**config.mk**
```make
export PLATFORM = sky130hd
export DESIGN_NAME = imu_serial_frame_parser
export DESIGN_NICKNAME = d
export VERILOG_FILES = /design/src/design/isfp_pkg.sv /design/src/design/isfp_ctrl.sv /design/src/design/isfp_datapath.sv /design/src/design/imu_serial_frame_parser.sv
export SDC_FILE = /design/constraint.sdc
export NUM_CORES = 1
export LEC_CHECK = 0
export BUFFER_PORTS_ARGS = -buffer_cell sky130_fd_sc_hd__buf_2
export CAP_MARGIN = 20
export CORE_MARGIN = 1
export CORE_UTILIZATION = 32
export CTS_CLUSTER_DIAMETER = 40
export DETAILED_ROUTE_END_ITERATION = 10
export GPL_ROUTABILITY_DRIVEN = 0
export PLACE_DENSITY_LB_ADDON = 0.25
export SLEW_MARGIN = 20
export SYNTH_ARGS = -nofsm -noshare
export SYNTH_HDL_FRONTEND = slang
export SYNTH_SLANG_ARGS = --single-unit
```
**constraint.sdc**
```tcl
create_clock -name clk -period 6.5 [get_ports clk]
set_input_delay 0.325 -clock clk [delete_from_list [all_inputs] [get_ports clk]]
set_output_delay 0.325 -clock clk [all_outputs]
set_load 0.02 [all_outputs]
```
**src/design/isfp_pkg.sv**
```systemverilog
`default_nettype none

package isfp_pkg;

  localparam int BUFFER_BYTES_DEF = 64;
  localparam int MAX_FRAME_BYTES  = 64;
  localparam int POS_W            = 7;
  localparam int SLOT_W           = 4;
  localparam int CFG_IDX_W        = 8;

  localparam int IMU_MIN_BYTES  = 60;
  localparam int AHRS_MIN_BYTES = 52;

  localparam int FIRST_WORD_OFFSET = 7;
  localparam int IMU_WORDS         = 9;
  localparam int AHRS_WORDS        = 10;
  localparam int IMU_STAMP_OFFSET  = 55;
  localparam int AHRS_STAMP_OFFSET = 47;

  // every word offset is 3 mod 4: first byte sits in bank 3 of row r,
  // the other three in banks 0..2 of row r + 1
  localparam int FIRST_WORD_ROW = (FIRST_WORD_OFFSET - 3) / 4;
  localparam int IMU_STAMP_ROW  = (IMU_STAMP_OFFSET - 3) / 4;
  localparam int AHRS_STAMP_ROW = (AHRS_STAMP_OFFSET - 3) / 4;

  localparam logic KIND_IMU  = 1'b0;
  localparam logic KIND_AHRS = 1'b1;

  localparam logic [CFG_IDX_W-1:0] REG_HEAD_BYTE        = 8'd0;
  localparam logic [CFG_IDX_W-1:0] REG_TAIL_BYTE        = 8'd1;
  localparam logic [CFG_IDX_W-1:0] REG_IMU_TYPE_CODE    = 8'd2;
  localparam logic [CFG_IDX_W-1:0] REG_IMU_LENGTH_CODE  = 8'd3;
  localparam logic [CFG_IDX_W-1:0] REG_AHRS_TYPE_CODE   = 8'd4;
  localparam logic [CFG_IDX_W-1:0] REG_AHRS_LENGTH_CODE = 8'd5;
  localparam logic [CFG_IDX_W-1:0] REG_IMU_FRAME_BYTES  = 8'd6;
  localparam logic [CFG_IDX_W-1:0] REG_AHRS_FRAME_BYTES = 8'd7;

  typedef enum logic [1:0] {
    ST_IDLE,
    ST_LOAD,
    ST_EMIT
  } ctrl_state_t;

  typedef struct packed {
    logic              take_byte;
    logic              rd_en;
    logic [SLOT_W-1:0] rd_slot;
  } ctrl_cmd_t;

  typedef struct packed {
    logic frame_good;
    logic last_out;
  } dp_status_t;

endpackage

`default_nettype wire

```
**src/design/isfp_ctrl.sv**
```systemverilog
`default_nettype none

module isfp_ctrl (
  input  wire logic                clk,
  input  wire logic                rst_n,
  input  wire logic                in_valid,
  output logic                     in_ready,
  output logic                     out_valid,
  input  wire logic                out_ready,
  input  wire isfp_pkg::dp_status_t st,
  output isfp_pkg::ctrl_cmd_t      cmd
);
  import isfp_pkg::*;

  ctrl_state_t       state_r, state_nxt;
  logic [SLOT_W-1:0] slot_r, slot_nxt;

  always_ff @(posedge clk) begin
    if (!rst_n) begin
      state_r <= ST_IDLE;
      slot_r  <= '0;
    end else begin
      state_r <= state_nxt;
      slot_r  <= slot_nxt;
    end
  end

  always_comb begin
    state_nxt     = state_r;
    slot_nxt      = slot_r;
    in_ready      = 1'b0;
    out_valid     = 1'b0;
    cmd.take_byte = 1'b0;
    cmd.rd_en     = 1'b0;
    cmd.rd_slot   = slot_r;
    case (state_r)
      ST_IDLE: begin
        in_ready      = 1'b1;
        cmd.take_byte = in_valid;
        if (in_valid && st.frame_good) begin
          state_nxt = ST_LOAD;
          slot_nxt  = '0;
        end
      end
      ST_LOAD: begin
        cmd.rd_en = 1'b1;
        slot_nxt  = slot_r + 1'b1;
        state_nxt = ST_EMIT;
      end
      ST_EMIT: begin
        out_valid = 1'b1;
        if (out_ready) begin
          if (st.last_out) begin
            state_nxt = ST_IDLE;
          end else begin
            cmd.rd_en = 1'b1;
            slot_nxt  = slot_r + 1'b1;
          end
        end
      end
      default: begin
        state_nxt = ST_IDLE;
      end
    endcase
  end

endmodule

`default_nettype wire

```
**src/design/isfp_datapath.sv**
```systemverilog
`default_nettype none

module isfp_datapath #(
  parameter int BUFFER_BYTES = isfp_pkg::BUFFER_BYTES_DEF
) (
  input  wire logic                           clk,
  input  wire logic                           rst_n,
  input  wire logic [7:0]                     rx_byte,
  input  wire logic                           cfg_we,
  input  wire logic [isfp_pkg::CFG_IDX_W-1:0] cfg_index,
  input  wire logic [7:0]                     cfg_data,
  input  wire isfp_pkg::ctrl_cmd_t            cmd,
  output isfp_pkg::dp_status_t                st,
  output logic                                frame_kind,
  output logic [isfp_pkg::SLOT_W-1:0]         word_slot,
  output logic [31:0]                         word_bits,
  output logic                                last_word
);
  import isfp_pkg::*;

  localparam int STORE_BYTES = (BUFFER_BYTES < MAX_FRAME_BYTES) ? BUFFER_BYTES
                                                                : MAX_FRAME_BYTES;
  localparam int AW   = $clog2(STORE_BYTES);
  localparam int RW   = AW - 2;
  localparam int ROWS = 2 ** RW;

  logic [7:0]       head_r, tail_r, imu_type_r, imu_len_code_r, ahrs_type_r, ahrs_len_code_r;
  logic [POS_W-1:0] imu_bytes_r, ahrs_bytes_r;

  logic [POS_W-1:0] pos_r, pos_nxt, pos_inc;
  logic [7:0]       prev_r;
  logic [7:0]       byte1_r, byte1_nxt;
  logic             kind_r, kind_nxt;
  logic [POS_W-1:0] imu_len, ahrs_len, frame_len;
  logic             wr_en;
  logic [AW-1:0]    wr_addr;

  logic [RW-1:0]    rd_row;
  logic             rd_last;
  logic [7:0]       rd_byte_r [4];
  logic [SLOT_W-1:0] slot_out_r;
  logic             last_out_r;

  always_ff @(posedge clk) begin
    if (!rst_n) begin
      head_r          <= 8'd252;
      tail_r          <= 8'd253;
      imu_type_r      <= 8'd64;
      imu_len_code_r  <= 8'd56;
      ahrs_type_r     <= 8'd65;
      ahrs_len_code_r <= 8'd48;
      imu_bytes_r     <= POS_W'(64);
      ahrs_bytes_r    <= POS_W'(56);
    end else if (cfg_we) begin
      case (cfg_index)
        REG_HEAD_BYTE:        head_r          <= cfg_data;
        REG_TAIL_BYTE:        tail_r          <= cfg_data;
        REG_IMU_TYPE_CODE:    imu_type_r      <= cfg_data;
        REG_IMU_LENGTH_CODE:  imu_len_code_r  <= cfg_data;
        REG_AHRS_TYPE_CODE:   ahrs_type_r     <= cfg_data;
        REG_AHRS_LENGTH_CODE: ahrs_len_code_r <= cfg_data;
        REG_IMU_FRAME_BYTES:  imu_bytes_r     <= cfg_data[POS_W-1:0];
        REG_AHRS_FRAME_BYTES: ahrs_bytes_r    <= cfg_data[POS_W-1:0];
        default: ;
      endcase
    end
  end

  assign imu_len  = (imu_bytes_r < POS_W'(IMU_MIN_BYTES))  ? POS_W'(IMU_MIN_BYTES)  :
                    (imu_bytes_r > POS_W'(STORE_BYTES))    ? POS_W'(STORE_BYTES)    :
                    imu_bytes_r;
  assign ahrs_len = (ahrs_bytes_r < POS_W'(AHRS_MIN_BYTES)) ? POS_W'(AHRS_MIN_BYTES) :
                    (ahrs_bytes_r > POS_W'(STORE_BYTES))    ? POS_W'(STORE_BYTES)    :
                    ahrs_bytes_r;
  assign frame_len = (kind_r == KIND_AHRS) ? ahrs_len : imu_len;
  assign pos_inc   = pos_r + 1'b1;
  assign wr_addr   = pos_r[AW-1:0];

  always_comb begin
    pos_nxt       = pos_r;
    kind_nxt      = kind_r;
    byte1_nxt     = byte1_r;
    wr_en         = 1'b0;
    st.frame_good = 1'b0;
    if (cmd.take_byte) begin
      if (pos_r == '0) begin
        if (prev_r == tail_r && rx_byte == head_r) begin
          wr_en   = 1'b1;
          pos_nxt = POS_W'(1);
        end
      end else begin
        wr_en   = pos_r < POS_W'(STORE_BYTES);
        pos_nxt = pos_inc;
        if (pos_r == POS_W'(1)) begin
          byte1_nxt = rx_byte;
        end
        if (pos_inc == POS_W'(3)) begin
          if (byte1_r == imu_type_r && rx_byte == imu_len_code_r) begin
            kind_nxt = KIND_IMU;
          end else if (byte1_r == ahrs_type_r && rx_byte == ahrs_len_code_r) begin
            kind_nxt = KIND_AHRS;
          end else begin
            pos_nxt = '0;
          end
        end else if (pos_inc >= frame_len) begin
          pos_nxt       = '0;
          st.frame_good = (rx_byte == tail_r);
        end
      end
    end
  end

  always_ff @(posedge clk) begin
    if (!rst_n) begin
      pos_r  <= '0;
      prev_r <= '0;
      kind_r <= KIND_IMU;
    end else begin
      pos_r  <= pos_nxt;
      kind_r <= kind_nxt;
      if (cmd.take_byte) begin
        prev_r <= rx_byte;
      end
    end
  end

  always_ff @(posedge clk) begin
    byte1_r <= byte1_nxt;
  end

  // word read: timestamp row on the last slot, otherwise consecutive rows
  always_comb begin
    rd_last = (cmd.rd_slot == ((kind_r == KIND_AHRS) ? SLOT_W'(AHRS_WORDS)
                                                      : SLOT_W'(IMU_WORDS)));
    if (rd_last) begin
      rd_row = (kind_r == KIND_AHRS) ? RW'(AHRS_STAMP_ROW) : RW'(IMU_STAMP_ROW);
    end else begin
      rd_row = RW'(FIRST_WORD_ROW) + RW'(cmd.rd_slot);
    end
  end

  for (genvar k = 0; k < 4; k++) begin : g_bank
    logic [7:0]    mem [ROWS];
    logic [RW-1:0] row;

    assign row = (k == 3) ? rd_row : rd_row + 1'b1;

    always_ff @(posedge clk) begin
      if (wr_en && wr_addr[1:0] == 2'(k)) begin
        mem[wr_addr[AW-1:2]] <= rx_byte;
      end
      if (cmd.rd_en) begin
        rd_byte_r[k] <= mem[row];
      end
    end
  end

  always_ff @(posedge clk) begin
    if (cmd.rd_en) begin
      slot_out_r <= cmd.rd_slot;
      last_out_r <= rd_last;
    end
  end

  assign st.last_out = last_out_r;
  assign frame_kind  = kind_r;
  assign word_slot   = slot_out_r;
  assign last_word   = last_out_r;
  assign word_bits   = {rd_byte_r[2], rd_byte_r[1], rd_byte_r[0], rd_byte_r[3]};

endmodule

`default_nettype wire

```
**src/design/imu_serial_frame_parser.sv**
```systemverilog
// channel  | handshake            | payload
// in       | in_valid / in_ready  | in_rx_byte
// out      | out_valid / out_ready| out_frame_kind, out_word_slot, out_word_bits, out_last_word
// cfg      | cfg_valid / cfg_ready| cfg_index, cfg_data
//
// One byte a cycle while scanning and buffering a frame.
// A good tail starts a run: the four byte banks are read first, then one word a cycle while
// out_ready is high (10 IMU or 11 AHRS words); no byte is taken until the last word leaves.
// out_ready low holds the current word. cfg_ready is always high.
// Reset is synchronous: registers to defaults, out of frame; no clearing pass.
`default_nettype none

module imu_serial_frame_parser #(
  parameter int BUFFER_BYTES = isfp_pkg::BUFFER_BYTES_DEF
) (
  input  wire logic                           clk,
  input  wire logic                           rst_n,
  input  wire logic                           in_valid,
  output logic                                in_ready,
  input  wire logic [7:0]                     in_rx_byte,
  output logic                                out_valid,
  input  wire logic                           out_ready,
  output logic                                out_frame_kind,
  output logic [isfp_pkg::SLOT_W-1:0]         out_word_slot,
  output logic [31:0]                         out_word_bits,
  output logic                                out_last_word,
  input  wire logic                           cfg_valid,
  output logic                                cfg_ready,
  input  wire logic [isfp_pkg::CFG_IDX_W-1:0] cfg_index,
  input  wire logic [7:0]                     cfg_data
);
  import isfp_pkg::*;

  ctrl_cmd_t  cmd;
  dp_status_t st;

  assign cfg_ready = 1'b1;

  isfp_ctrl u_ctrl (
    .clk       (clk),
    .rst_n     (rst_n),
    .in_valid  (in_valid),
    .in_ready  (in_ready),
    .out_valid (out_valid),
    .out_ready (out_ready),
    .st        (st),
    .cmd       (cmd)
  );

  isfp_datapath #(
    .BUFFER_BYTES (BUFFER_BYTES)
  ) u_datapath (
    .clk        (clk),
    .rst_n      (rst_n),
    .rx_byte    (in_rx_byte),
    .cfg_we     (cfg_valid),
    .cfg_index  (cfg_index),
    .cfg_data   (cfg_data),
    .cmd        (cmd),
    .st         (st),
    .frame_kind (out_frame_kind),
    .word_slot  (out_word_slot),
    .word_bits  (out_word_bits),
    .last_word  (out_last_word)
  );

`ifndef SYNTHESIS
  a_no_take_during_run: assert property (@(posedge clk) disable iff (!rst_n)
    out_valid |-> !in_ready)
    else $error("byte taken during word run");

  a_last_slot: assert property (@(posedge clk) disable iff (!rst_n)
    (out_valid && out_last_word) |->
      ((out_frame_kind == KIND_IMU && out_word_slot == SLOT_W'(IMU_WORDS)) ||
       (out_frame_kind == KIND_AHRS && out_word_slot == SLOT_W'(AHRS_WORDS))))
    else $error("timestamp beat on wrong slot");

  a_run_ends: assert property (@(posedge clk) disable iff (!rst_n)
    (out_valid && out_ready && out_last_word) |=> (!out_valid && in_ready))
    else $error("run did not end after last beat");

  a_slot_steps: assert property (@(posedge clk) disable iff (!rst_n)
    (out_valid && out_ready && !out_last_word) |=>
      (out_valid && out_word_slot == $past(out_word_slot) + 1'b1))
    else $error("slot did not advance");
`endif

endmodule

`default_nettype wire

```
==> impl_metrics.prom <==
# TYPE chip_impl_metric gauge
chip_impl_info{name="run_status",value="complete, no violations"} 1
chip_impl_metric{name="finalHoldWorstSlack",unit="ns"} 0.0387
chip_impl_metric{name="totalPowerFinal",unit="mW"} 9.92
chip_impl_metric{name="grt_antenna_before_repair",unit=""} 3
chip_impl_metric{name="ctsResizeCount",unit=""} 0
chip_impl_metric{name="cts.path.max_buffers",unit=""} 3
chip_impl_metric{name="cts_num_sinks",unit=""} 641
chip_impl_info{name="yosys.area.top_type",value="edfxtp_1"} 1
chip_impl_metric{name="via_density",unit=""} 4.92
chip_impl_metric{name="crit_fanout",unit=""} 46
chip_impl_metric{name="clock_latency",unit="ns"} 0.65
chip_impl_metric{name="grt_start_max_net_pins",unit=""} 100
chip_impl_metric{name="achievable-frequency",unit="MHz"} 225
chip_impl_info{name="worst_setup_path_end_kind",value="register"} 1
chip_impl_metric{name="fp-row-count",unit=""} 103
chip_impl_metric{name="core_region_area",unit="um2"} 78900
chip_impl_metric{name="timing.final.hold_violations",unit=""} 0
chip_impl_metric{name="antenna_violating_nets_post_route",unit=""} 0
chip_impl_info{name="setup_repair_after_global_routing_missed_its_margin",value="false"} 1
chip_impl_info{name="post_synth_most_frequent_cells",value="edfxtp_1 (557), mux4_2 (151), nor2_1 (120)"} 1
chip_impl_metric{name="synth_fp_nets",unit=""} 1441
chip_impl_info{name="yosys_most_used_dff",value="edfxtp_1"} 1
chip_impl_metric{name="wl",unit="um"} 62700
chip_impl_metric{name="boundaryPins",unit=""} 70
chip_impl_metric{name="syn2layout_area_growth",unit="%"} 20.3
chip_impl_metric{name="start_util",unit=""} 0.323
chip_impl_metric{name="synthesis.yosys.warnings",unit=""} 0
chip_impl_metric{name="share_of_cells_above_drive_strength_1",unit=""} 0.282
chip_impl_metric{name="tns",unit="ns"} 0
chip_impl_metric{name="postLayoutCoreUtil",unit=""} 0.388
chip_impl_info{name="slowest_stage",value="ha_4"} 1
chip_impl_metric{name="maxSlewHeadroom",unit=""} 0.254
chip_impl_metric{name="clk_transition_reported_paths",unit="ns"} 0.05
chip_impl_metric{name="crit_buf_inv",unit=""} 3
chip_impl_metric{name="port_buffers",unit=""} 68
chip_impl_metric{name="placement.setup.worst_slack",unit="ns"} 2.04
chip_impl_metric{name="slew_violations",unit=""} 0
chip_impl_metric{name="grt_first_pass_wirelength",unit="um"} 92400
chip_impl_metric{name="chipWidth",unit="um"} 284
chip_impl_metric{name="synth-edff-count",unit=""} 557
chip_impl_metric{name="synth.ff_latch_count",unit=""} 641
chip_impl_metric{name="power_density",unit="nW/um2"} 324
chip_impl_metric{name="first_global_vias",unit=""} 13700
chip_impl_metric{name="route.detailed.drc",unit=""} 0
chip_impl_metric{name="syn-cell-area",unit="um2"} 25400
chip_impl_metric{name="die-height",unit="um"} 284
chip_impl_metric{name="post_drt_wl_per_cell",unit="um"} 23.5
chip_impl_info{name="worst_path_dominant_cell_family",value="buffers and inverters"} 1
chip_impl_info{name="ctsRootBufferMaster",value="clkbuf_16"} 1
chip_impl_metric{name="ctsHtreeMaxLevel",unit=""} 3
chip_impl_metric{name="cpPeakStageDelay",unit="ns"} 0.80
chip_impl_metric{name="peakVddDrop",unit="V"} 0.000230
chip_impl_metric{name="timing.max_cap.violations",unit=""} 0
chip_impl_metric{name="globalRouteTotalUtil",unit=""} 0.157
chip_impl_metric{name="dpl.hpwl",unit="um"} 37300
chip_impl_metric{name="worstPathArrival",unit="ns"} 4.83
chip_impl_metric{name="drtIter0Drc",unit=""} 900
chip_impl_metric{name="ys_async_sr_fraction",unit=""} 0
chip_impl_metric{name="route.vias.total",unit=""} 13100
chip_impl_metric{name="synth_area_per_cell",unit="um2"} 18.2
chip_impl_info{name="worst_hold_class",value="input pin to register"} 1
chip_impl_info{name="synth_most_common_cell",value="edfxtp_1"} 1
chip_impl_metric{name="drt-pass1-iter-count",unit=""} 5
chip_impl_info{name="criticalPathCategory",value="register to register"} 1
chip_impl_metric{name="number_of_clock_buffers_inserted_by_tritoncts",unit=""} 100
chip_impl_info{name="startpoint_type",value="register"} 1
chip_impl_metric{name="finalSetupViolations",unit=""} 0
chip_impl_metric{name="worst_max_slew_pin_slew",unit="ns"} 1.11
chip_impl_metric{name="worstPathRequired",unit="ns"} 6.88
chip_impl_metric{name="synth_cell_types",unit=""} 54
chip_impl_metric{name="finalWorstSetupSlack",unit="ns"} 2.05
chip_impl_metric{name="sequential_to_total_area_share_from_yosys_stat",unit=""} 0.723
chip_impl_metric{name="cts_post_setup_buffers_inserted",unit=""} 0
chip_impl_metric{name="timing.final.crit_period",unit="ns"} 4.45
chip_impl_info{name="area_contributors_post_synth",value="edfxtp_1 (66%), mux4_2 (13%), dfxtp_1 (6.6%)"} 1
chip_impl_metric{name="final_net_count",unit=""} 1577
chip_impl_metric{name="design.die.area",unit="um2"} 80600
chip_impl_info{name="tritoncts",value="done"} 1
chip_impl_metric{name="hold_buffers",unit=""} 0
chip_impl_metric{name="power_leakage",unit="nW"} 10.0
chip_impl_metric{name="grt.overflow.total",unit=""} 0
chip_impl_metric{name="synth.top_cell.area_share",unit=""} 0.657
chip_impl_metric{name="postSynthCellCount",unit=""} 1395
chip_impl_metric{name="layout_worst_path_cycle_share",unit=""} 0.685
chip_impl_metric{name="finClkSkew",unit="ns"} 0.0308
chip_impl_info{name="critical_path.cell_chain",value="nor3b_1 > a21o_1 > nand3_1 > mux2i_4 > buf_4 > inv_1 > ha_4 > buf_4 > mux4_2 > mux4_2"} 1
worst reg2reg max path: stages, from the launching register on:
cell,delay [ns]
dfxtp_1,0.60
nor3b_1,0.11
a21o_1,0.17
nand3_1,0.18
mux2i_4,0.25
buf_4,0.47
inv_1,0.19
ha_4,0.80
buf_4,0.56
mux4_2,0.39
mux4_2,0.48
power by group:
group | total [mW] | internal (mW) | switching, mW
logic | 0.120 | 0.0227 | 0.0969
clock network | 5.33 | 3.36 | 1.96
registers | 4.47 | 4.47 | 0.00219
total | 9.92 | 7.86 | 2.06
cell usage in the layout, fill, tap and decap left out, drive strengths merged, types with 2 or more instances in the layout:
cell type  count
edfxtp       557
mux4         152
nor2         120
clkbuf       117
buf          117
nand2         94
dfxtp         84
mux2i         59
xnor2         57
clkinv        27
inv           26
nand3         25
a21oi         18
nand4         18
a22oi         17
ha            17
clkinvlp      16
bufinv         9
nor2b          7
xor2           7
nor3           6
nor4           6
a31oi          6
nand2b         5
o21ai          4
a32oi          4
nand3b         4
nor3b          3
a21o           3
mux2           3
and2           3
diode          2
a21boi         2
nand4b         2
or2            2
o21a           2
sequential cells by signal (all words and copies together) (netlist names), 7 cells and up:
name and cells:
u_datapath.ahrs_bytes_r 7, u_datapath.ahrs_len_code_r 8, u_datapath.ahrs_type_r 8, u_datapath.byte1_r 8, u_datapath.g_bank.mem 512, u_datapath.head_r 8, u_datapath.imu_bytes_r 7, u_datapath.imu_len_code_r 8
u_datapath.imu_type_r 8, u_datapath.pos_r 7, u_datapath.prev_r 8, u_datapath.rd_byte_r 32, u_datapath.tail_r 8
layer usage:
layer | track usage | vias to the layer above | part of all wire
met5 | 0 | - | 0
met2 | 0.262 | 326 | 0.50
li1 | - | 5796 | -
met1 | 0.200 | 6896 | 0.42
met4 | 0.0548 | 0 | 0.025
met3 | 0.0346 | 90 | 0.054
worst paths after layout:
path,slack (ns),end,depth (start not counted),start
max reg2reg,2.05,u_datapath.rd_byte_r[1][5],10,u_datapath.frame_kind
max,2.05,u_datapath.rd_byte_r[1][5],10,u_datapath.frame_kind
min reg2reg,0.47,u_datapath.prev_r[7],2,u_datapath.prev_r[7]
min,0.04,u_datapath.head_r[7],3,cfg_data[7]
cell families after synthesis:
group	count (synthesis)	synth area share
flops	641	0.723
simple gates	299	0.0526
mux	214	0.159
buf+inv	96	0.0165
xor+xnor	64	0.0220
compound gates	63	0.0175
fa+ha+maj	17	0.00836
other cells	1	0.000147
layout make-up:
cell class / instances / area, um2
antenna: 2 / 5.00
inverter: 13 / 48.8
sequential: 641 / 18400
fill: 7189 / 48300
timing repair buffer: 117 / 721
tap: 1050 / 1310
clock buffer: 117 / 2700
multi-input combinational: 658 / 6700
clock inverter: 65 / 713
stage by stage:
stage | instance area [um2] | std cells
after floorplan | 25400 | 1395
after detailed placement | 27200 | 2479
after global placement | 27200 | 2477
final | 30600 | 2663
after global routing | 30600 | 2662
after CTS | 30600 | 2661
No activity file was read; power rests on OpenSTA's default activity.
